<file path="config.mk">
export PLATFORM = sky130hd
export DESIGN_NAME = agb_bin_pipe
export DESIGN_NICKNAME = d
export VERILOG_FILES = /design/src/hw/rtl/agb_pkg.sv /design/src/hw/rtl/agb_bin_pipe.sv
export SDC_FILE = /design/constraint.sdc
export NUM_CORES = 2
export LEC_CHECK = 0
export ABC_CLOCK_PERIOD_IN_PS = 9900
export BUFFER_PORTS_ARGS = -buffer_cell sky130_fd_sc_hd__buf_2
export CORE_ASPECT_RATIO = 1.75
export CORE_UTILIZATION = 65
export DETAILED_ROUTE_END_ITERATION = 12
export HOLD_SLACK_MARGIN = 0.08
export PLACE_DENSITY = 0.94
export SYNTH_ARGS = -nofsm -noshare
export SYNTH_HDL_FRONTEND = slang
export SYNTH_SLANG_ARGS = --single-unit
</file>
<file path="constraint.sdc">
create_clock -name clk_i -period 9.9 [get_ports clk_i]
set_input_delay 0.99 -clock clk_i [delete_from_list [all_inputs] [get_ports clk_i]]
set_output_delay 0.99 -clock clk_i [all_outputs]
set_load 0.005 [all_outputs]
</file>
<file path="src/hw/rtl/agb_pkg.sv">
// Shared types, constants and register codes for the agent integrate-and-bin block.
// No dependencies; every other file of the block imports this package.
package agb_pkg;

  // Grid limits and derived widths.
  localparam int unsigned MaxCellsPerAxis = 16;
  localparam int unsigned CellW = $clog2(MaxCellsPerAxis);
  localparam int unsigned CountW = $clog2(MaxCellsPerAxis + 1);
  localparam int unsigned N2W = 2 * CountW;
  localparam int unsigned YTermW = CellW + CountW;
  localparam int unsigned ZTermW = CellW + N2W;
  localparam int unsigned CellNumW = 12;
  localparam int unsigned SumW = (ZTermW + 2 > CellNumW) ? ZTermW + 2 : CellNumW;
  localparam int unsigned LenShW = 31 + CellW;

  // Iteration counts of the square root and divider pipelines.
  localparam int unsigned SqrtSteps = 32;
  localparam int unsigned DivSteps = 31;

  // Configuration register indexes.
  typedef enum logic [2:0] {
    CFG_FIELD_EXTENT   = 3'd0,
    CFG_CELL_EDGE      = 3'd1,
    CFG_HALO_BAND      = 3'd2,
    CFG_CELLS_PER_AXIS = 3'd3,
    CFG_SPEED_CEILING  = 3'd4,
    CFG_SPEED_FLOOR    = 3'd5
  } agb_cfg_idx_e;

  // Working configuration, derived from the raw registers.
  typedef struct packed {
    logic [30:0]          fe;
    logic [30:0]          cell_len;
    logic [30:0]          halo;
    logic [CountW-1:0]    n;
    logic [CellW-1:0]     n_m1;
    logic [N2W-1:0]       n2;
    logic [LenShW-1:0]    top_base;
    logic [32:0]          len_m_halo;
    logic [30:0]          spd_max;
    logic [30:0]          spd_min;
    logic [61:0]          spd_max_sq;
    logic [61:0]          spd_min_sq;
  } agb_cfg_t;

  // Position and velocity of one agent.
  typedef struct packed {
    logic [2:0][30:0] pos;
    logic [2:0][31:0] vel;
  } agb_vec_t;

  // Result of the velocity unit.
  typedef struct packed {
    agb_vec_t    vec;
    logic [63:0] sq_sum;
    logic        rescale;
    logic [30:0] limit;
  } agb_vres_t;

  // One stage of the square root pipeline.
  typedef struct packed {
    agb_vec_t    vec;
    logic        rescale;
    logic [30:0] limit;
    logic [63:0] rad;
    logic [31:0] root;
    logic [34:0] rem;
  } agb_sq_t;

  // Square root pipeline result.
  typedef struct packed {
    agb_vec_t    vec;
    logic        rescale;
    logic [30:0] limit;
    logic [31:0] norm;
  } agb_sqres_t;

  // One stage of the divider pipeline.
  typedef struct packed {
    agb_vec_t         vec;
    logic             rescale;
    logic [2:0]       neg;
    logic [31:0]      norm;
    logic [2:0][62:0] rem;
    logic [2:0][30:0] quo;
  } agb_dv_t;

  // One stage of the cell search.
  typedef struct packed {
    agb_vec_t               vec;
    logic [2:0][30:0]       rem;
    logic [2:0][CellW-1:0]  c;
  } agb_srch_t;

  // Home and neighbour cell of each axis.
  typedef struct packed {
    agb_vec_t               vec;
    logic [2:0]             mask;
    logic [2:0][CellW-1:0]  home;
    logic [2:0][CellW-1:0]  nb;
  } agb_halo_t;

  // Item handed to the result sequencer: index 0 is home, 1 is neighbour.
  typedef struct packed {
    agb_vec_t               vec;
    logic [2:0]             mask;
    logic [1:0][CellW-1:0]  xc;
    logic [1:0][YTermW-1:0] yt;
    logic [1:0][ZTermW-1:0] zt;
  } agb_cells_t;

endpackage

</file>
<file path="src/hw/rtl/agb_bin_pipe.sv">
// Position update with wrap, then grid binning and halo neighbour selection.
// Depends on agb_pkg.
module agb_bin_pipe import agb_pkg::*; (
  input  logic       clk_i,
  input  logic       rst_ni,
  input  logic       adv_i,
  input  logic       vld_i,
  input  agb_vec_t   vec_i,
  input  agb_cfg_t   cfg_i,
  output logic       vld_o,
  output agb_cells_t cells_o
);

  logic [33:0]      fe34;
  logic [2:0][33:0] sum1_q, wrap2_q;
  logic [2:0][33:0] wrap2_d;
  logic [2:0][30:0] pos3_d;
  logic [31:0]      vel1_q [3], vel2_q [3];
  logic             vld1_q, vld2_q, vld3_q;
  agb_srch_t        srch3_q;
  agb_srch_t        srch_q [1:CellW];
  logic             svld_q [1:CellW];
  agb_srch_t        clamp_d, clamp_q;
  logic             vld_c_q;
  agb_halo_t        halo_d, halo_q;
  logic             vld_h_q;
  agb_cells_t       cells_d, cells_q;
  logic             vld_o_q;
  logic [CellW+CountW-1:0] yprod [2];
  logic [CellW+N2W-1:0]    zprod [2];

  assign fe34 = {3'b000, cfg_i.fe};

  // Wrap once, then clamp into the field.
  always_comb begin
    for (int a = 0; a < 3; a++) begin
      if ($signed(sum1_q[a]) < 0) begin
        wrap2_d[a] = sum1_q[a] + fe34;
      end else if ($signed(sum1_q[a]) > $signed(fe34)) begin
        wrap2_d[a] = sum1_q[a] - fe34;
      end else begin
        wrap2_d[a] = sum1_q[a];
      end
      if ($signed(wrap2_q[a]) < 0) begin
        pos3_d[a] = 31'd0;
      end else if ($signed(wrap2_q[a]) > $signed(fe34)) begin
        pos3_d[a] = cfg_i.fe;
      end else begin
        pos3_d[a] = wrap2_q[a][30:0];
      end
    end
  end

  always_ff @(posedge clk_i or negedge rst_ni) begin
    if (!rst_ni) begin
      vld1_q <= 1'b0;
      vld2_q <= 1'b0;
      vld3_q <= 1'b0;
    end else if (adv_i) begin
      vld1_q <= vld_i;
      vld2_q <= vld1_q;
      vld3_q <= vld2_q;
    end
  end

  // Add velocity, wrap, clamp; the search starts with the full position.
  always_ff @(posedge clk_i) begin
    if (adv_i) begin
      for (int a = 0; a < 3; a++) begin
        sum1_q[a] <= {3'b000, vec_i.pos[a]} + {{2{vec_i.vel[a][31]}}, vec_i.vel[a]};
        vel1_q[a] <= vec_i.vel[a];
        vel2_q[a] <= vel1_q[a];
        srch3_q.vec.vel[a] <= vel2_q[a];
      end
      wrap2_q <= wrap2_d;
      srch3_q.vec.pos <= pos3_d;
      srch3_q.rem <= pos3_d;
      srch3_q.c <= '0;
    end
  end

  // Cell coordinate, one bit per stage, saturating at the top code.
  for (genvar k = 0; k < CellW; k++) begin : g_srch
    localparam int unsigned Sh = CellW - 1 - k;
    agb_srch_t          cur, nxt;
    logic               cur_vld;
    logic [LenShW-1:0]  thr;

    if (k == 0) begin : g_head
      assign cur = srch3_q;
      assign cur_vld = vld3_q;
    end else begin : g_body
      assign cur = srch_q[k];
      assign cur_vld = svld_q[k];
    end

    always_comb begin
      nxt = cur;
      thr = LenShW'(cfg_i.cell_len) << Sh;
      for (int a = 0; a < 3; a++) begin
        if (LenShW'(cur.rem[a]) >= thr) begin
          nxt.rem[a] = cur.rem[a] - thr[30:0];
          nxt.c[a][Sh] = 1'b1;
        end
      end
    end

    always_ff @(posedge clk_i or negedge rst_ni) begin
      if (!rst_ni) begin
        svld_q[k+1] <= 1'b0;
      end else if (adv_i) begin
        svld_q[k+1] <= cur_vld;
      end
    end

    always_ff @(posedge clk_i) begin
      if (adv_i) begin
        srch_q[k+1] <= nxt;
      end
    end
  end

  // Clamp to the top cell of the configured grid.
  always_comb begin
    clamp_d = srch_q[CellW];
    for (int a = 0; a < 3; a++) begin
      if (srch_q[CellW].c[a] > cfg_i.n_m1) begin
        clamp_d.c[a] = cfg_i.n_m1;
        clamp_d.rem[a] = srch_q[CellW].vec.pos[a] - cfg_i.top_base[30:0];
      end
    end
  end

  // Halo test against both cell faces, with periodic neighbours.
  always_comb begin
    halo_d.vec = clamp_q.vec;
    for (int a = 0; a < 3; a++) begin
      halo_d.home[a] = clamp_q.c[a];
      if (clamp_q.rem[a] < cfg_i.halo) begin
        halo_d.mask[2-a] = 1'b1;
        halo_d.nb[a] = (clamp_q.c[a] == '0) ? cfg_i.n_m1 : clamp_q.c[a] - 1'b1;
      end else begin
        halo_d.mask[2-a] = $signed({2'b00, clamp_q.rem[a]}) >= $signed(cfg_i.len_m_halo);
        halo_d.nb[a] = (clamp_q.c[a] == cfg_i.n_m1) ? '0 : clamp_q.c[a] + 1'b1;
      end
    end
  end

  // Weighted terms of the linear cell number.
  always_comb begin
    cells_d.vec = halo_q.vec;
    cells_d.mask = halo_q.mask;
    cells_d.xc[0] = halo_q.home[0];
    cells_d.xc[1] = halo_q.nb[0];
    yprod[0] = halo_q.home[1] * cfg_i.n;
    yprod[1] = halo_q.nb[1] * cfg_i.n;
    zprod[0] = halo_q.home[2] * cfg_i.n2;
    zprod[1] = halo_q.nb[2] * cfg_i.n2;
    for (int i = 0; i < 2; i++) begin
      cells_d.yt[i] = yprod[i][YTermW-1:0];
      cells_d.zt[i] = zprod[i][ZTermW-1:0];
    end
  end

  always_ff @(posedge clk_i or negedge rst_ni) begin
    if (!rst_ni) begin
      vld_c_q <= 1'b0;
      vld_h_q <= 1'b0;
      vld_o_q <= 1'b0;
    end else if (adv_i) begin
      vld_c_q <= svld_q[CellW];
      vld_h_q <= vld_c_q;
      vld_o_q <= vld_h_q;
    end
  end

  always_ff @(posedge clk_i) begin
    if (adv_i) begin
      clamp_q <= clamp_d;
      halo_q <= halo_d;
      cells_q <= cells_d;
    end
  end

  assign vld_o = vld_o_q;
  assign cells_o = cells_q;

endmodule

</file>
==> flow_metrics.env <==
export IMPL_status="finished, violations left"
export IMPL_violations="capacitance limit, slew limit"
export IMPL_dr_pass1_iters=10
export IMPL_die_height_um=588
export IMPL_slew_headroom_pct=-4.33
export IMPL_tightest_slew_ns=1.55
export IMPL_antenna_found_initial=54
export IMPL_yosys_warnings=0
export IMPL_cts_num_sinks=2488
export IMPL_post_dp_hpwl_mm=302
export IMPL_areaGrowthSynthToFinish_pct=10.9
export IMPL_drt_iter0_markers=10000
export IMPL_worst_setup_path_start_kind="primary input"
export IMPL_ys_flop_type="edfxtp_1"
export IMPL_grt_max_degree=204
export IMPL_p_leak_uw=0.0569
export IMPL_antenna_left=0
export IMPL_ys_types=85
export IMPL_setup_viol=0
export IMPL_vias=89800
export IMPL_grt_pass1_vias=91600
export IMPL_ioPinCount=806
export IMPL_final_hold_violation_count=0
export IMPL_grt_pass1_wl_mm=595
export IMPL_cts_tree="built"
export IMPL_maxCapViolations=1
export IMPL_drive_gt1_share_pct=12.9
export IMPL_pwr_share_seq_pct=46.0
export IMPL_grt_use_total_pct=42.0
export IMPL_clkLatencyLatePin_ns=0.95
export IMPL_coreArea_um2=195000
export IMPL_drt_total_wl_mm=418
export IMPL_finalPower_uw=29900
export IMPL_syn_area_per_cell_um2=12.9
export IMPL_num_nets_final=12300
export IMPL_vias_per_cell=6.70
export IMPL_worstSetupPathType="in -> reg"
export IMPL_finalMaxSlewViolations=3
export IMPL_slowest_delay_ns=0.70
export IMPL_p_clk_share_pct=30.1
export IMPL_final_cell_mix="edfxtp_1 (2478), ha_1 (1079), a21oi_1 (703), nor2_1 (633), buf_2 (614)"
export IMPL_path_cells="buf_2 > inv_1 > ha_1 > nor2b_1 > o31a_1 > o21a_1 > o31a_1 > o311ai_1 > buf_4 > o21ai_1 > a21o_1 > o31ai_1 > a31oi_2 > buf_4 > inv_1 > o31ai_1"
export IMPL_ys_seq_area_share_pct=58.5
export IMPL_timing_setup_tns_ns=0
export IMPL_switching_share_pct=31.1
export IMPL_cts_clk_slew_worst_paths_ns=0.07
export IMPL_finClkSkew_ns=0.108
export IMPL_numCtsBuffers=221
export IMPL_crit_fanout=27
export IMPL_end_kind="flip-flop"
export IMPL_peakVddDrop_mv=0.200
export IMPL_crit_arrival_ns=6.93
export IMPL_synthArstFlopShare_pct=0.402
export IMPL_syn_nets=11600
export IMPL_num_rows=214
export IMPL_gp_congestion=1.03
export IMPL_cts_repair_resized=0
export IMPL_postCtsSetupBuffers=0
export IMPL_htree_levels=4
export IMPL_intPower_uw=20600
export IMPL_crit_path_top_delay_cell="ha_1"
export IMPL_min_period_ns=6.29
export IMPL_start_util_pct=65.6
export IMPL_routedWlPerCell_um=31.2
export IMPL_syn_inst=9875
export IMPL_p_per_area_nw_per_um2=211
export IMPL_required_ns=10.54
export IMPL_grt_ovfl_total=0
export IMPL_final_common_cell="edfxtp_1"
export IMPL_worstPathBufferInverterCount=5
export IMPL_synth_edf_count=2478
export IMPL_min_path_type="in -> reg"
export IMPL_dieWidth_um=337
export IMPL_r2r_setup_slack_ns=4.33
export IMPL_synth_seq_cells=2488
export IMPL_drcViolationCount=0
export IMPL_cts_root_buf="clkbuf_16"
export IMPL_netlist_area_um2=128000
export IMPL_power_net_switching_uw=9320
export IMPL_rsz0062_at_grt="no"
export IMPL_comb_power_share_pct=24.0
export IMPL_fin_crit_sh_pct=63.6
export IMPL_port_buffers=615
export IMPL_die_area_um2=198000
export IMPL_path_delay_family="compound AO/OA/AOI/OAI gates"
export IMPL_max_clock_freq_mhz=159
export IMPL_clock_path_buffers=4
==> metal layers <==
layer | GRT usage [%] | wire, um | up-vias
met5 | 0.342 | 241 | -
met4 | 47.1 | 57300 | 28
met3 | 9.95 | 34600 | 2336
met2 | 71.2 | 204000 | 5941
met1 | 38.6 | 122000 | 42600
li1 | - | - | 38800
==> registers in the layout, summed over array words and instances, names as in the netlist, 4 cells and up <==
name,cells
cells_d,200
cells_o,246
clamp_q,294
g_srch.cur,189
g_srch.cur_vld,4
halo_q,16
srch_q,1140
sum1_q,99
vel1_q,96
vel2_q,96
wrap2_q,102
==> power by group through the flow <==
stage                     Clock (uW)  Sequential, uW  Combinational (uW)
after detailed placement           0           13900                6780
after global placement             0           13800                6530
after floorplan                    0           13500                4530
after global routing            9360           13800                7650
after CTS                       9000           13700                6920
final                           9000           13800                7180
==> area by class of cell <==
cell class	instances	area [um2]
fill	12400	53100
clock buffer	256	5780
tap	2592	3240
inverter	498	1870
multi-input combinational	6662	50400
antenna	34	85.1
clock inverter	138	1540
sequential	2488	74700
timing repair buffer	724	4050
==> worst reg2reg max path, stage by stage, from the launching register on <==
cell and delay, ns:
edfxtp_1 0.55, ha_1 0.35, buf_4 0.18, nand4_1 0.23, nor4_1 1.00, nand3_1 1.31
a211oi_1 0.57, o31a_1 0.18, buf_4 0.48, mux2_2 0.51
==> repair_timing <==
action / 4_1_cts / 5_1_grt
endpoints found under the setup margin: 0 / 0
hold buffers: 1 / 0
hold endpoints to repair: 10 / 0
==> metrics by stage <==
| step | hold slack (ns) | setup WS [ns] | util [%] | cell area [um2] | cells |
|---|---|---|---|---|---|
| final | 0.251 | 3.61 | 72.7 | 142000 | 13400 |
| after global routing | 0.240 | 3.69 | 72.7 | 142000 | 13400 |
| after CTS | 0.235 | 4.00 | 72.7 | 142000 | 13400 |
| after detailed placement | 0.405 | 3.14 | 68.9 | 134000 | 13000 |
| after global placement | 0.400 | 3.26 | 68.9 | 134000 | 13000 |
| after floorplan | 0.400 | 5.49 | - | 128000 | 9875 |
==> logic make-up after synthesis <==
group                    after synthesis  share of synthesized area (%)
AO/OA/AOI/OAI                       2436                           12.3
XOR/XNOR                             592                           4.06
adder cells (fa/ha/maj)             1147                           11.6
buffers and inverters                725                           2.17
flip-flops                          2488                           58.5
multiplexers                         392                           3.36
AND/OR/NAND/NOR                     2095                           7.93
==> synth_stat cells, types with 45 or more instances <==
cell      instances  area, um2
a211oi_1         65        488
mux2i_1         117       1170
ha_1           1079      13500
edfxtp_1       2478      74400
nor2b_1         141        882
mux2_2          251       2830
nor3_1          124        621
fa_1             68       1360
nand2_1         499       1870
and3_1           50        313
a21o_1          396       2970
a221o_1          45        450
inv_1           498       1870
nand3_1         114        571
nand4_1         126        788
o21bai_1        102        766
xor2_1          215       1880
nand2b_1        134        838
and2_1          105        657
a31oi_1          67        419
o21ai_0         484       2420
clkbuf_1        182        683
o31ai_1          50        375
a21oi_1         705       3530
nor2_1          634       2380
nor4_1           47        294
o21a_1           90        676
xnor2_1         377       3300
==> worst paths after layout <==
kind / startpoint / endpoint / cells after the start
setup / recovery: cfg_i[305] / srch_q[0][624] / 16
hold / removal: vec_i[74] / vel1_q[0][74] / 1
setup reg to reg: g_srch[0].cur[33] / srch_q[0][311] / 9
hold reg to reg: vel1_q[0][48] / vel2_q[0][48] / 0
max in group asynchronous: rst_ni / g_srch[0].cur_vld / 2
min in group asynchronous: rst_ni / vld_o / 2
(Power assumes the default switching activity.)
