`src/hw/rtl/agb_pkg.sv`:
```
// Shared types, constants and register codes for the agent integrate-and-bin block.
// No dependencies; every other file of the block imports this package.
package agb_pkg;

  // Grid limits and derived widths.
  localparam int unsigned MaxCellsPerAxis = 16;
  localparam int unsigned CellW = $clog2(MaxCellsPerAxis);
  localparam int unsigned CountW = $clog2(MaxCellsPerAxis + 1);
  localparam int unsigned N2W = 2 * CountW;
  localparam int unsigned YTermW = CellW + CountW;
  localparam int unsigned ZTermW = CellW + N2W;
  localparam int unsigned CellNumW = 12;
  localparam int unsigned SumW = (ZTermW + 2 > CellNumW) ? ZTermW + 2 : CellNumW;
  localparam int unsigned LenShW = 31 + CellW;

  // Iteration counts of the square root and divider pipelines.
  localparam int unsigned SqrtSteps = 32;
  localparam int unsigned DivSteps = 31;

  // Configuration register indexes.
  typedef enum logic [2:0] {
    CFG_FIELD_EXTENT   = 3'd0,
    CFG_CELL_EDGE      = 3'd1,
    CFG_HALO_BAND      = 3'd2,
    CFG_CELLS_PER_AXIS = 3'd3,
    CFG_SPEED_CEILING  = 3'd4,
    CFG_SPEED_FLOOR    = 3'd5
  } agb_cfg_idx_e;

  // Working configuration, derived from the raw registers.
  typedef struct packed {
    logic [30:0]          fe;
    logic [30:0]          cell_len;
    logic [30:0]          halo;
    logic [CountW-1:0]    n;
    logic [CellW-1:0]     n_m1;
    logic [N2W-1:0]       n2;
    logic [LenShW-1:0]    top_base;
    logic [32:0]          len_m_halo;
    logic [30:0]          spd_max;
    logic [30:0]          spd_min;
    logic [61:0]          spd_max_sq;
    logic [61:0]          spd_min_sq;
  } agb_cfg_t;

  // Position and velocity of one agent.
  typedef struct packed {
    logic [2:0][30:0] pos;
    logic [2:0][31:0] vel;
  } agb_vec_t;

  // Result of the velocity unit.
  typedef struct packed {
    agb_vec_t    vec;
    logic [63:0] sq_sum;
    logic        rescale;
    logic [30:0] limit;
  } agb_vres_t;

  // One stage of the square root pipeline.
  typedef struct packed {
    agb_vec_t    vec;
    logic        rescale;
    logic [30:0] limit;
    logic [63:0] rad;
    logic [31:0] root;
    logic [34:0] rem;
  } agb_sq_t;

  // Square root pipeline result.
  typedef struct packed {
    agb_vec_t    vec;
    logic        rescale;
    logic [30:0] limit;
    logic [31:0] norm;
  } agb_sqres_t;

  // One stage of the divider pipeline.
  typedef struct packed {
    agb_vec_t         vec;
    logic             rescale;
    logic [2:0]       neg;
    logic [31:0]      norm;
    logic [2:0][62:0] rem;
    logic [2:0][30:0] quo;
  } agb_dv_t;

  // One stage of the cell search.
  typedef struct packed {
    agb_vec_t               vec;
    logic [2:0][30:0]       rem;
    logic [2:0][CellW-1:0]  c;
  } agb_srch_t;

  // Home and neighbour cell of each axis.
  typedef struct packed {
    agb_vec_t               vec;
    logic [2:0]             mask;
    logic [2:0][CellW-1:0]  home;
    logic [2:0][CellW-1:0]  nb;
  } agb_halo_t;

  // Item handed to the result sequencer: index 0 is home, 1 is neighbour.
  typedef struct packed {
    agb_vec_t               vec;
    logic [2:0]             mask;
    logic [1:0][CellW-1:0]  xc;
    logic [1:0][YTermW-1:0] yt;
    logic [1:0][ZTermW-1:0] zt;
  } agb_cells_t;

endpackage

```
`src/hw/rtl/agb_cell_emit.sv`:
```
// Result sequencer: one cell result per cycle, home first, then the halo cells.
// Depends on agb_pkg.
module agb_cell_emit import agb_pkg::*; (
  input  logic                clk_i,
  input  logic                rst_ni,
  input  logic                vld_i,
  input  agb_cells_t          cells_i,
  output logic                adv_o,
  output logic                strobe_o,
  output agb_vec_t            vec_o,
  output logic [CellNumW-1:0] cell_o,
  output logic                last_o
);

  logic       act_q;
  logic [2:0] idx_q, idx_nxt;
  agb_cells_t it_q;
  logic       at_last;
  logic [SumW-1:0] cell_sum;

  // Next subset of the neighbour mask, x slowest and z fastest.
  assign at_last = (idx_q == it_q.mask);
  assign idx_nxt = ((idx_q | ~it_q.mask) + 3'd1) & it_q.mask;
  assign adv_o = !act_q || at_last;

  always_ff @(posedge clk_i or negedge rst_ni) begin
    if (!rst_ni) begin
      act_q <= 1'b0;
      idx_q <= 3'd0;
    end else if (adv_o) begin
      act_q <= vld_i;
      idx_q <= 3'd0;
    end else begin
      idx_q <= idx_nxt;
    end
  end

  // Take a new item when idle or when the current one shows its last result.
  always_ff @(posedge clk_i) begin
    if (adv_o && vld_i) begin
      it_q <= cells_i;
    end
  end

  assign cell_sum = SumW'(it_q.xc[idx_q[2]]) + SumW'(it_q.yt[idx_q[1]])
                  + SumW'(it_q.zt[idx_q[0]]);

  assign strobe_o = act_q;
  assign vec_o = it_q.vec;
  assign cell_o = cell_sum[CellNumW-1:0];
  assign last_o = at_last;

endmodule

```
`config.mk`:
```
export PLATFORM = sky130hd
export DESIGN_NAME = agb_cell_emit
export DESIGN_NICKNAME = d
export VERILOG_FILES = /design/src/hw/rtl/agb_pkg.sv /design/src/hw/rtl/agb_cell_emit.sv
export SDC_FILE = /design/constraint.sdc
export NUM_CORES = 1
export LEC_CHECK = 0
export BUFFER_PORTS_ARGS = -buffer_cell sky130_fd_sc_hd__buf_2
export CAP_MARGIN = 20
export CORE_AREA = 4 4 176 178
export DETAILED_ROUTE_END_ITERATION = 8
export DIE_AREA = 0 0 180 182
export HOLD_SLACK_MARGIN = 0.1
export SYNTH_ARGS = -nofsm -noshare
export SYNTH_HDL_FRONTEND = slang
export SYNTH_SLANG_ARGS = --single-unit
```
`constraint.sdc`:
```
create_clock -name clk_i -period 8.35 [get_ports clk_i]
set_input_delay 1.2525 -clock clk_i [delete_from_list [all_inputs] [get_ports clk_i]]
set_output_delay 1.2525 -clock clk_i [all_outputs]
set_load 0.1 [all_outputs]
```
==> summary.md, run 1 <==
| Metric | Value |
|---|---|
| Setup CP Type | `flop to primary output` |
| Area delta synth->final | `22.2%` |
| Post-synth top flop | `edfxtp_1` |
| Worst setup EP type | `primary output` |
| Die H | `182 um` |
| Clock Skew | `0.0132 ns` |
| Site row count | `63` |
| Routed len/inst | `18.1 um` |
| CTS H-tree lvls | `1` |
| Synthesized instance count | `547` |
| Synth Register Bits | `246` |
| Detail Placement HPWL | `17400 um` |
| DRT Pass-1 Iters | `4` |
| Fin nets | `1108` |
| Skew-Pair Late Insertion Delay | `0.54 ns` |
| Cell chain of the critical path | `mux2_2 > fa_1 > ha_1 > inv_1 > fa_1 > nor2b_4 > o2111ai_2 > nand3_2 > o31ai_2 > xor2_1 > buf_2` |
| Fin. Hold Viols | `0` |
| Hold Path Stages | `2` |
| Total GRT Usage | `0.128` |
| Via count | `5099` |
| Pin count of the biggest net entering global routing | `78` |
| Type of the most critical hold path | `flop to flop` |
| IO buf count | `448` |
| Share of cells above drive strength 1 | `0.608` |
| WP data arrival | `4.14 ns` |
| RSZ-0062 raised after global routing | `no` |
| Max Slew Vio Count | `0` |
| Clock Sinks | `246` |
| Clock transition at the registers of the reported paths | `0.06 ns` |
| Post-synthesis sequential area ratio | `0.753` |
| # setup viols final | `0` |
| I/O pins | `453` |
| Core area | `29400 um2` |
| Outcome | `finished, final reports clean` |
| Syn nets | `819` |
| FILL cells | `2722` |
| Dpl cell area | `11100 um2` |
| First-pass GRT wire length | `32300 um` |
| CTS Hold Bufs | `0` |
| Total wire length | `22500 um` |
| Number of DRC markers in iteration 0 | `234` |
| CP max stage delay | `0.86 ns` |
| Worst-margin pin slew | `0.984 ns` |
| Worst Path Required | `7.10 ns` |
| Mapped Avg Cell Area | `17.9 um2` |
| Final ANT Viol Nets | `0` |
| Initial antenna violation count | `11` |
| Via density | `4.10` |
| Critical path depth in cells | `11` |
| Yosys warnings | `0` |
| Maximum clock rate | `185 MHz` |
| Cell Area, Synth | `9790 um2` |
| Final Cell Area | `12000 um2` |
| Placer Congestion | `0.756` |
| Die area | `32800 um2` |
| Slew HR | `0.344` |
| Maximum root-to-sink buffer count | `3` |
| CP max stage cell | `dfrtp_1` |
| Fin crit period | `5.39 ns` |
| Worst Reg-to-Reg Cells | `6` |
| Clock tree from TritonCTS | `done` |
| Setup_tns | `0 ns` |
| Buf/Inv on CP | `2` |
| Period utilization | `0.646` |
| DRC viols | `0` |
| Vias in the first global route | `5435` |
| Asr flop ratio synth | `0.0163` |
| Total gr overflow | `0` |
| CP max FO | `13` |
| Crit start category | `flop` |
| Initial Utilization | `0.333` |
| Unique masters post-synth | `30` |
| Crit path max-delay family | `adder cells` |
| Die Wd | `180 um` |
| Crit-path most repeated cell | `fa_1` |
| Post-CTS Resized | `0` |
| Post-CTS setup buffers | `0` |
| Number of synthesized flops with an enable pin | `242` |
| Max cap viols | `0` |
| Root Buffer | `clkbuf_16` |
| Total CTS buffers | `27` |
[placed cells by master (no fill, tap or decap), drive strengths merged, types with 2 or more instances in the layout]
cell     count
o2111ai      2
o21ai        2
dfrtp        4
nand3        6
xor2         3
ha          18
bufinv       3
a21oi        4
nor2         6
mux2i        5
inv         15
buf        451
nand2b       2
mux2        20
fa           5
xnor2        7
clkbuf      31
nor2b        2
nand2        7
edfxtp     242
clkinv       9
[state kept, by name (all words and copies together), names as in the netlist]
signal    count
vec_o       189
it_q         53
strobe_o      1
idx_q         3
[final cells by class]
| class | instances | area, um2 | area share |
|---|---|---|---|
| Multi-Input combinational cell | 97 | 943 | 0.0789 |
| Sequential cell | 246 | 7370 | 0.616 |
| Inverter | 13 | 48.8 | 0.00408 |
| Timing Repair Buffer | 451 | 2260 | 0.189 |
| Antenna cell | 1 | 2.50 | 0.000209 |
| Clock inverter | 15 | 158 | 0.0132 |
| Clock buffer | 31 | 691 | 0.0577 |
| Tap cell | 390 | 488 | 0.0408 |
[worst paths after layout]
check	slack [ns]	from	end
max	2.96	idx_q[0]	cell_o[11]
min	0.52	it_q[56]	idx_q[2]
max reg2reg	4.91	idx_q[0]	vec_o[180]
min reg2reg	0.52	it_q[56]	idx_q[2]
max in group asynchronous	7.69	rst_ni	strobe_o
min in group asynchronous	0.53	rst_ni	idx_q[0]
[metrics by stage]
stage,cells,setup WS (ns),util,hold slack (ns)
6_report,1244,2.96,0.407,0.522
2_1_floorplan,547,0.354,-,0.473
5_1_grt,1243,2.70,0.407,0.497
3_5_place_dp,1197,3.46,0.378,0.508
4_1_cts,1243,2.84,0.407,0.497
3_3_place_gp,1197,3.47,0.378,0.494
[cell families after synthesis]
kind of cell    after synthesis  share of synthesized area
compound gates               14                     0.0127
xor+xnor                     10                    0.00895
fa+ha+maj                    23                     0.0332
buf+inv                     204                      0.151
flops                       246                      0.753
mux                          25                     0.0281
simple gates                 25                     0.0132
[cell usage after synthesis, types with 4 or more instances]
master	n	area [um2]
ha_1	18	225
nor2_1	6	22.5
mux2i_1	5	50.1
dfrtp_1	4	100
inv_1	13	48.8
nand2_1	7	26.3
buf_4	189	1420
mux2_2	20	225
nand3_1	5	25.0
edfxtp_1	242	7270
fa_1	5	100
xnor2_1	7	61.3
[worst min-delay path, stage by stage (launching register included)]
cell and delay, ns:
edfxtp_1 0.35, nand2_1 0.05, nor2_1 0.08
[layer usage]
layer | vias up | routed length (um) | share of wire | GRT usage
met5 | - | 116 | 0.0052 | 0
met3 | 57 | 2470 | 0.11 | 0.0653
li1 | 2360 | - | - | -
met4 | 18 | 660 | 0.029 | 0.0372
met2 | 260 | 11200 | 0.50 | 0.221
met1 | 2404 | 8060 | 0.36 | 0.140
Power of run 1 is left out: the tool's default activity adds up to more than one toggle a clock period on the data nets, which glitch-free logic cannot reach.
==> inputs of run 2 (changes only) <==
--- a/config.mk
+++ b/config.mk
@@ -7,10 +7,11 @@
 export LEC_CHECK = 0
 export BUFFER_PORTS_ARGS = -buffer_cell sky130_fd_sc_hd__buf_2
 export CAP_MARGIN = 20
-export CORE_AREA = 4 4 176 178
+export CORE_AREA = 4 4 172 174
 export DETAILED_ROUTE_END_ITERATION = 8
-export DIE_AREA = 0 0 180 182
+export DIE_AREA = 0 0 176 178
 export HOLD_SLACK_MARGIN = 0.1
+export PLACE_DENSITY = 0.65
 export SYNTH_ARGS = -nofsm -noshare
 export SYNTH_HDL_FRONTEND = slang
 export SYNTH_SLANG_ARGS = --single-unit
==> constraint.sdc (replaced) <==
create_clock -name clk_i -period 4.4 [get_ports clk_i]
set_input_delay 0.66 -clock clk_i [delete_from_list [all_inputs] [get_ports clk_i]]
set_output_delay 0.66 -clock clk_i [all_outputs]
set_load 0.1 [all_outputs]
==> summary.md, run 2 (synthesis results as in run 1) <==
| Metric | Value |
|---|---|
| Outcome | `finished, final reports clean` |
| Placer Congestion | `0.801` |
| CP max stage cell | `fa_1` |
| Die area | `31300 um2` |
| Root Buffer | `clkbuf_16` |
| Worst setup EP type | `primary output` |
| Commonest non-fill, non-tap cell in the layout | `buf_2` |
| First-pass GRT wire length | `32600 um` |
| Detail Placement HPWL | `18600 um` |
| Initial antenna violation count | `13` |
| RSZ-0062 raised after global routing | `no` |
| Final ANT Viol Nets | `0` |
| Fin nets | `1120` |
| CTS H-tree lvls | `1` |
| Commonest cells after routing, fill and taps aside | `444 x buf_2, 242 x edfxtp_1, 27 x clkbuf_16, 20 x mux2_2, 18 x ha_1` |
| WP data arrival | `3.54 ns` |
| Initial Utilization | `0.352` |
| Slew HR | `0.371` |
| HP Start | `cells_i[184]` |
| Total gr overflow | `0` |
| # setup viols final | `0` |
| CP Launch Point | `idx_q[1]` |
| Worst-margin pin slew | `0.943 ns` |
| Total wire length | `23300 um` |
| Maximum clock rate | `238 MHz` |
| Area delta synth->final | `24.9%` |
| Die Wd | `176 um` |
| Via density | `4.16` |
| Site row count | `61` |
| Number of DRC markers in iteration 0 | `167` |
| DRC viols | `0` |
| Total GRT Usage | `0.138` |
| Crit-path most repeated cell | `fa_1` |
| Max cap viols | `0` |
| Fin. Hold Viols | `0` |
| Worst Reg-to-Reg Cells | `7` |
| Share of cells above drive strength 1 | `0.615` |
| Worst Path Required | `3.74 ns` |
| Capture point of the critical path | `cell_o[7]` |
| Setup_tns | `0 ns` |
| CP max FO | `5` |
| Clock Skew | `0.00713 ns` |
| Clock tree from TritonCTS | `done` |
| FILL cells | `2578` |
| Period utilization | `0.954` |
| CP max stage delay | `0.54 ns` |
| Die H | `178 um` |
| R2r setup slk | `1.48 ns` |
| Type of the most critical hold path | `input port to flop` |
| R2r startpoint | `idx_q[0]` |
| Vias in the first global route | `5488` |
| Cell chain of the critical path | `mux2_2 > fa_1 > ha_1 > inv_1 > fa_1 > nor2b_4 > o2111ai_2 > nand3_2 > nor2_1 > xnor2_2 > clkbuf_4` |
| Clock transition at the registers of the reported paths | `0.06 ns` |
| Pin count of the biggest net entering global routing | `62` |
| I/O pins | `453` |
| Max reg flops | `189` |
| Skew-Pair Late Insertion Delay | `0.52 ns` |
| DRT Pass-1 Iters | `4` |
| IO buf count | `448` |
| Clock Sinks | `246` |
| Core area | `27800 um2` |
| Maximum root-to-sink buffer count | `3` |
| Reg-to-reg endpoint | `it_q[29]` |
| Fin crit period | `4.20 ns` |
| Max Slew Vio Count | `0` |
| Crit start category | `flop` |
| Via count | `5198` |
| Total CTS buffers | `26` |
| Setup CP Type | `flop to primary output` |
| Routed len/inst | `18.6 um` |
run 2: worst max-delay path: cells and delay by family (launching register included):
family / cells / cell delay [ns]
fa+ha+maj: 3 / 1.15
flops: 1 / 0.48
buf+inv: 2 / 0.40
mux: 1 / 0.39
simple gates: 3 / 0.36
xor+xnor: 1 / 0.12
compound gates: 1 / 0.11
run 2: final cells by class:
type,count,area [um2],share of cell area
flip-flops and latches,246,7370,0.603
repair buffers,464,2440,0.199
multi-input cells,97,988,0.0809
clock buffers,33,698,0.0571
well taps,378,473,0.0387
clock inverters,15,196,0.0161
inverters,13,48.8,0.00399
diodes,4,10.0,0.000819
run 2: worst min path at each step:
stage                 end  slack, ns  depth (start not counted)
2_1_floorplan    idx_q[0]       0.36                          0
3_3_place_gp     strobe_o       0.47                          1
3_5_place_dp     strobe_o       0.48                          1
4_1_cts           it_q[3]       0.28                          1
5_1_grt          it_q[48]       0.28                          1
6_report       vec_o[127]       0.31                          1
run 2: through the flow:
stage	util	setup WS [ns]	area, um2	hold WS, ns	instances
6_report	0.440	0.203	12200	0.309	1250
5_1_grt	0.440	0.0110	12200	0.280	1247
3_5_place_dp	0.407	0.615	11300	0.476	1197
2_1_floorplan	-	0.0168	9830	0.364	547
4_1_cts	0.439	0.0317	12200	0.278	1246
3_3_place_gp	0.407	0.615	11300	0.473	1197
run 2: routing by layer:
layer | global-route usage | wire [um]
met1 | 0.145 | 7810
met4 | 0.0439 | 685
met3 | 0.0621 | 2680
met5 | 0 | 69
met2 | 0.248 | 12000
run 2: what timing repair did:
action,CTS,global route
resized for setup,0,2
hold endpoints to repair,4,0
setup endpoints to repair,0,2
hold buffers,1,0
setup buffers,0,0
Power of run 2 is left out for the same reason.
==> inputs of run 3 (changes only) <==
==> config.mk (replaced) <==
export PLATFORM = sky130hd
export DESIGN_NAME = agb_cell_emit
export DESIGN_NICKNAME = d
export VERILOG_FILES = /design/src/hw/rtl/agb_pkg.sv /design/src/hw/rtl/agb_cell_emit.sv
export SDC_FILE = /design/constraint.sdc
export NUM_CORES = 1
export LEC_CHECK = 0
export CAP_MARGIN = 10
export CELL_PAD_IN_SITES_DETAIL_PLACEMENT = 0
export CELL_PAD_IN_SITES_GLOBAL_PLACEMENT = 2
export CORE_AREA = 4 4 173 175
export DETAILED_ROUTE_END_ITERATION = 8
export DIE_AREA = 0 0 177 179
export DONT_BUFFER_PORTS = 1
export HOLD_SLACK_MARGIN = 0.1
export PLACE_DENSITY_LB_ADDON = 0.1
export SYNTH_ARGS = -nofsm -noshare
export SYNTH_HDL_FRONTEND = slang
export SYNTH_SLANG_ARGS = --single-unit
==> summary.md, run 3 (synthesis results as in run 1) <==
| Metric | Value |
|---|---|
| Outcome | `finished, final reports clean` |
| Dpl cell area | `9090 um2` |
| Clock Sinks | `246` |
| Fin crit period | `4.22 ns` |
| Via count | `3550` |
| Setup CP Type | `flop to primary output` |
| Vias in the first global route | `3868` |
| Max cap viols | `0` |
| Commonest cells after routing, fill and taps aside | `242 x edfxtp_1, 27 x clkbuf_16, 20 x mux2_2, 18 x ha_1, 15 x buf_4` |
| CP max FO | `6` |
| Share of cells above drive strength 1 | `0.250` |
| Final ANT Viol Nets | `0` |
| Placer Congestion | `0.741` |
| Slew HR | `0.344` |
| Maximum root-to-sink buffer count | `3` |
| Root Buffer | `clkbuf_16` |
| Setup_tns | `0 ns` |
| Reg-to-reg endpoint | `vec_o[33]` |
| R2r setup slk | `2.04 ns` |
| Core area | `28500 um2` |
| Pre-CTS WS | `0.473 ns` |
| DRC viols | `0` |
| Hold WS | `0.224 ns` |
| Total CTS buffers | `27` |
| CTS H-tree lvls | `1` |
| Worst setup EP type | `primary output` |
| Max reg flops | `189` |
| Worst-margin pin slew | `0.985 ns` |
| Skew-Pair Late Insertion Delay | `0.53 ns` |
| Worst Path Required | `3.74 ns` |
| IO buf count | `0` |
| R2r startpoint | `idx_q[1]` |
| Max Slew Vio Count | `0` |
| First-pass GRT wire length | `28500 um` |
| CP Launch Point | `idx_q[1]` |
| Reg area | `7370 um2` |
| Routed len/inst | `25.9 um` |
| Type of the most critical hold path | `input port to flop` |
| Clock tree from TritonCTS | `done` |
| Capture point of the critical path | `cell_o[9]` |
| DRT Pass-1 Iters | `4` |
| Maximum clock rate | `237 MHz` |
| I/O pins | `453` |
| Crit start category | `flop` |
| Period utilization | `0.958` |
| RSZ-0062 raised after global routing | `no` |
| Final Cell Area | `10200 um2` |
| Fin. Hold Viols | `0` |
| Total gr overflow | `0` |
| Clock transition at the registers of the reported paths | `0.06 ns` |
| Fin nets | `680` |
| Die area | `31700 um2` |
| Final setup margin | `0.184 ns` |
| Total wire length | `21100 um` |
| FILL cells | `2622` |
| Detail Placement HPWL | `16300 um` |
| Initial Utilization | `0.344` |
| # setup viols final | `0` |
| Die H | `179 um` |
| Clock Skew | `0.0119 ns` |
| Site row count | `62` |
| Area of the multi-input gates | `1030 um2` |
| WP data arrival | `3.56 ns` |
| Die Wd | `177 um` |
| Number of DRC markers in iteration 0 | `201` |
| Via density | `4.36` |
| Commonest non-fill, non-tap cell in the layout | `edfxtp_1` |
| Worst Reg-to-Reg Cells | `7` |
| Initial antenna violation count | `9` |
| Pin count of the biggest net entering global routing | `104` |
| Area delta synth->final | `4.13%` |
| Total GRT Usage | `0.124` |
run 3: worst min-delay path by stage:
stage                      startpoint        end  slack, ns  cells after the start
final                     cells_i[84]  vec_o[27]       0.22                      0
after global routing      cells_i[84]  vec_o[27]       0.18                      0
after CTS                 cells_i[84]  vec_o[27]       0.18                      0
after detailed placement       rst_ni   strobe_o       0.36                      0
after global placement         rst_ni   strobe_o       0.36                      0
after floorplan                rst_ni   idx_q[0]       0.36                      0
run 3: layout make-up:
type | count | share of cell area
sequential | 246 | 0.723
timing repair buffer | 23 | 0.0249
antenna | 2 | 0.000491
clock inverter | 21 | 0.0314
clock buffer | 28 | 0.0667
multi-input combinational | 97 | 0.101
tap | 384 | 0.0472
inverter | 13 | 0.00479
run 3: repair_timing:
action / CTS / global route
resized for setup: 3 / 3
hold buffers: 1 / 0
buffers inserted: 0 / 6
endpoints found under the setup margin: 5 / 4
cloned: 0 / 0
endpoints found under the hold margin: 4 / 0
run 3: worst max-delay path: stages, from the launching register on:
cell and delay (ns):
dfrtp_2 0.41, buf_4 0.20, mux2_2 0.37, fa_1 0.49
ha_1 0.38, nor2b_4 0.16, o2111ai_2 0.17, nand3_2 0.17
o41ai_4 0.30, xnor2_2 0.17, buf_12 0.20
run 3: layer usage:
layer	GRT usage	vias to the layer above	part of all wire
li1	-	1501	-
met1	0.127	1727	0.32
met2	0.217	256	0.52
met3	0.0740	50	0.13
met4	0.0342	16	0.018
met5	0	-	0.0046
run 3: stage by stage:
step	cells	util
3_5_place_dp	756	0.319
2_1_floorplan	547	-
4_1_cts	806	0.355
3_3_place_gp	756	0.319
6_report	814	0.358
5_1_grt	813	0.358
Power of run 3 is left out for the same reason.
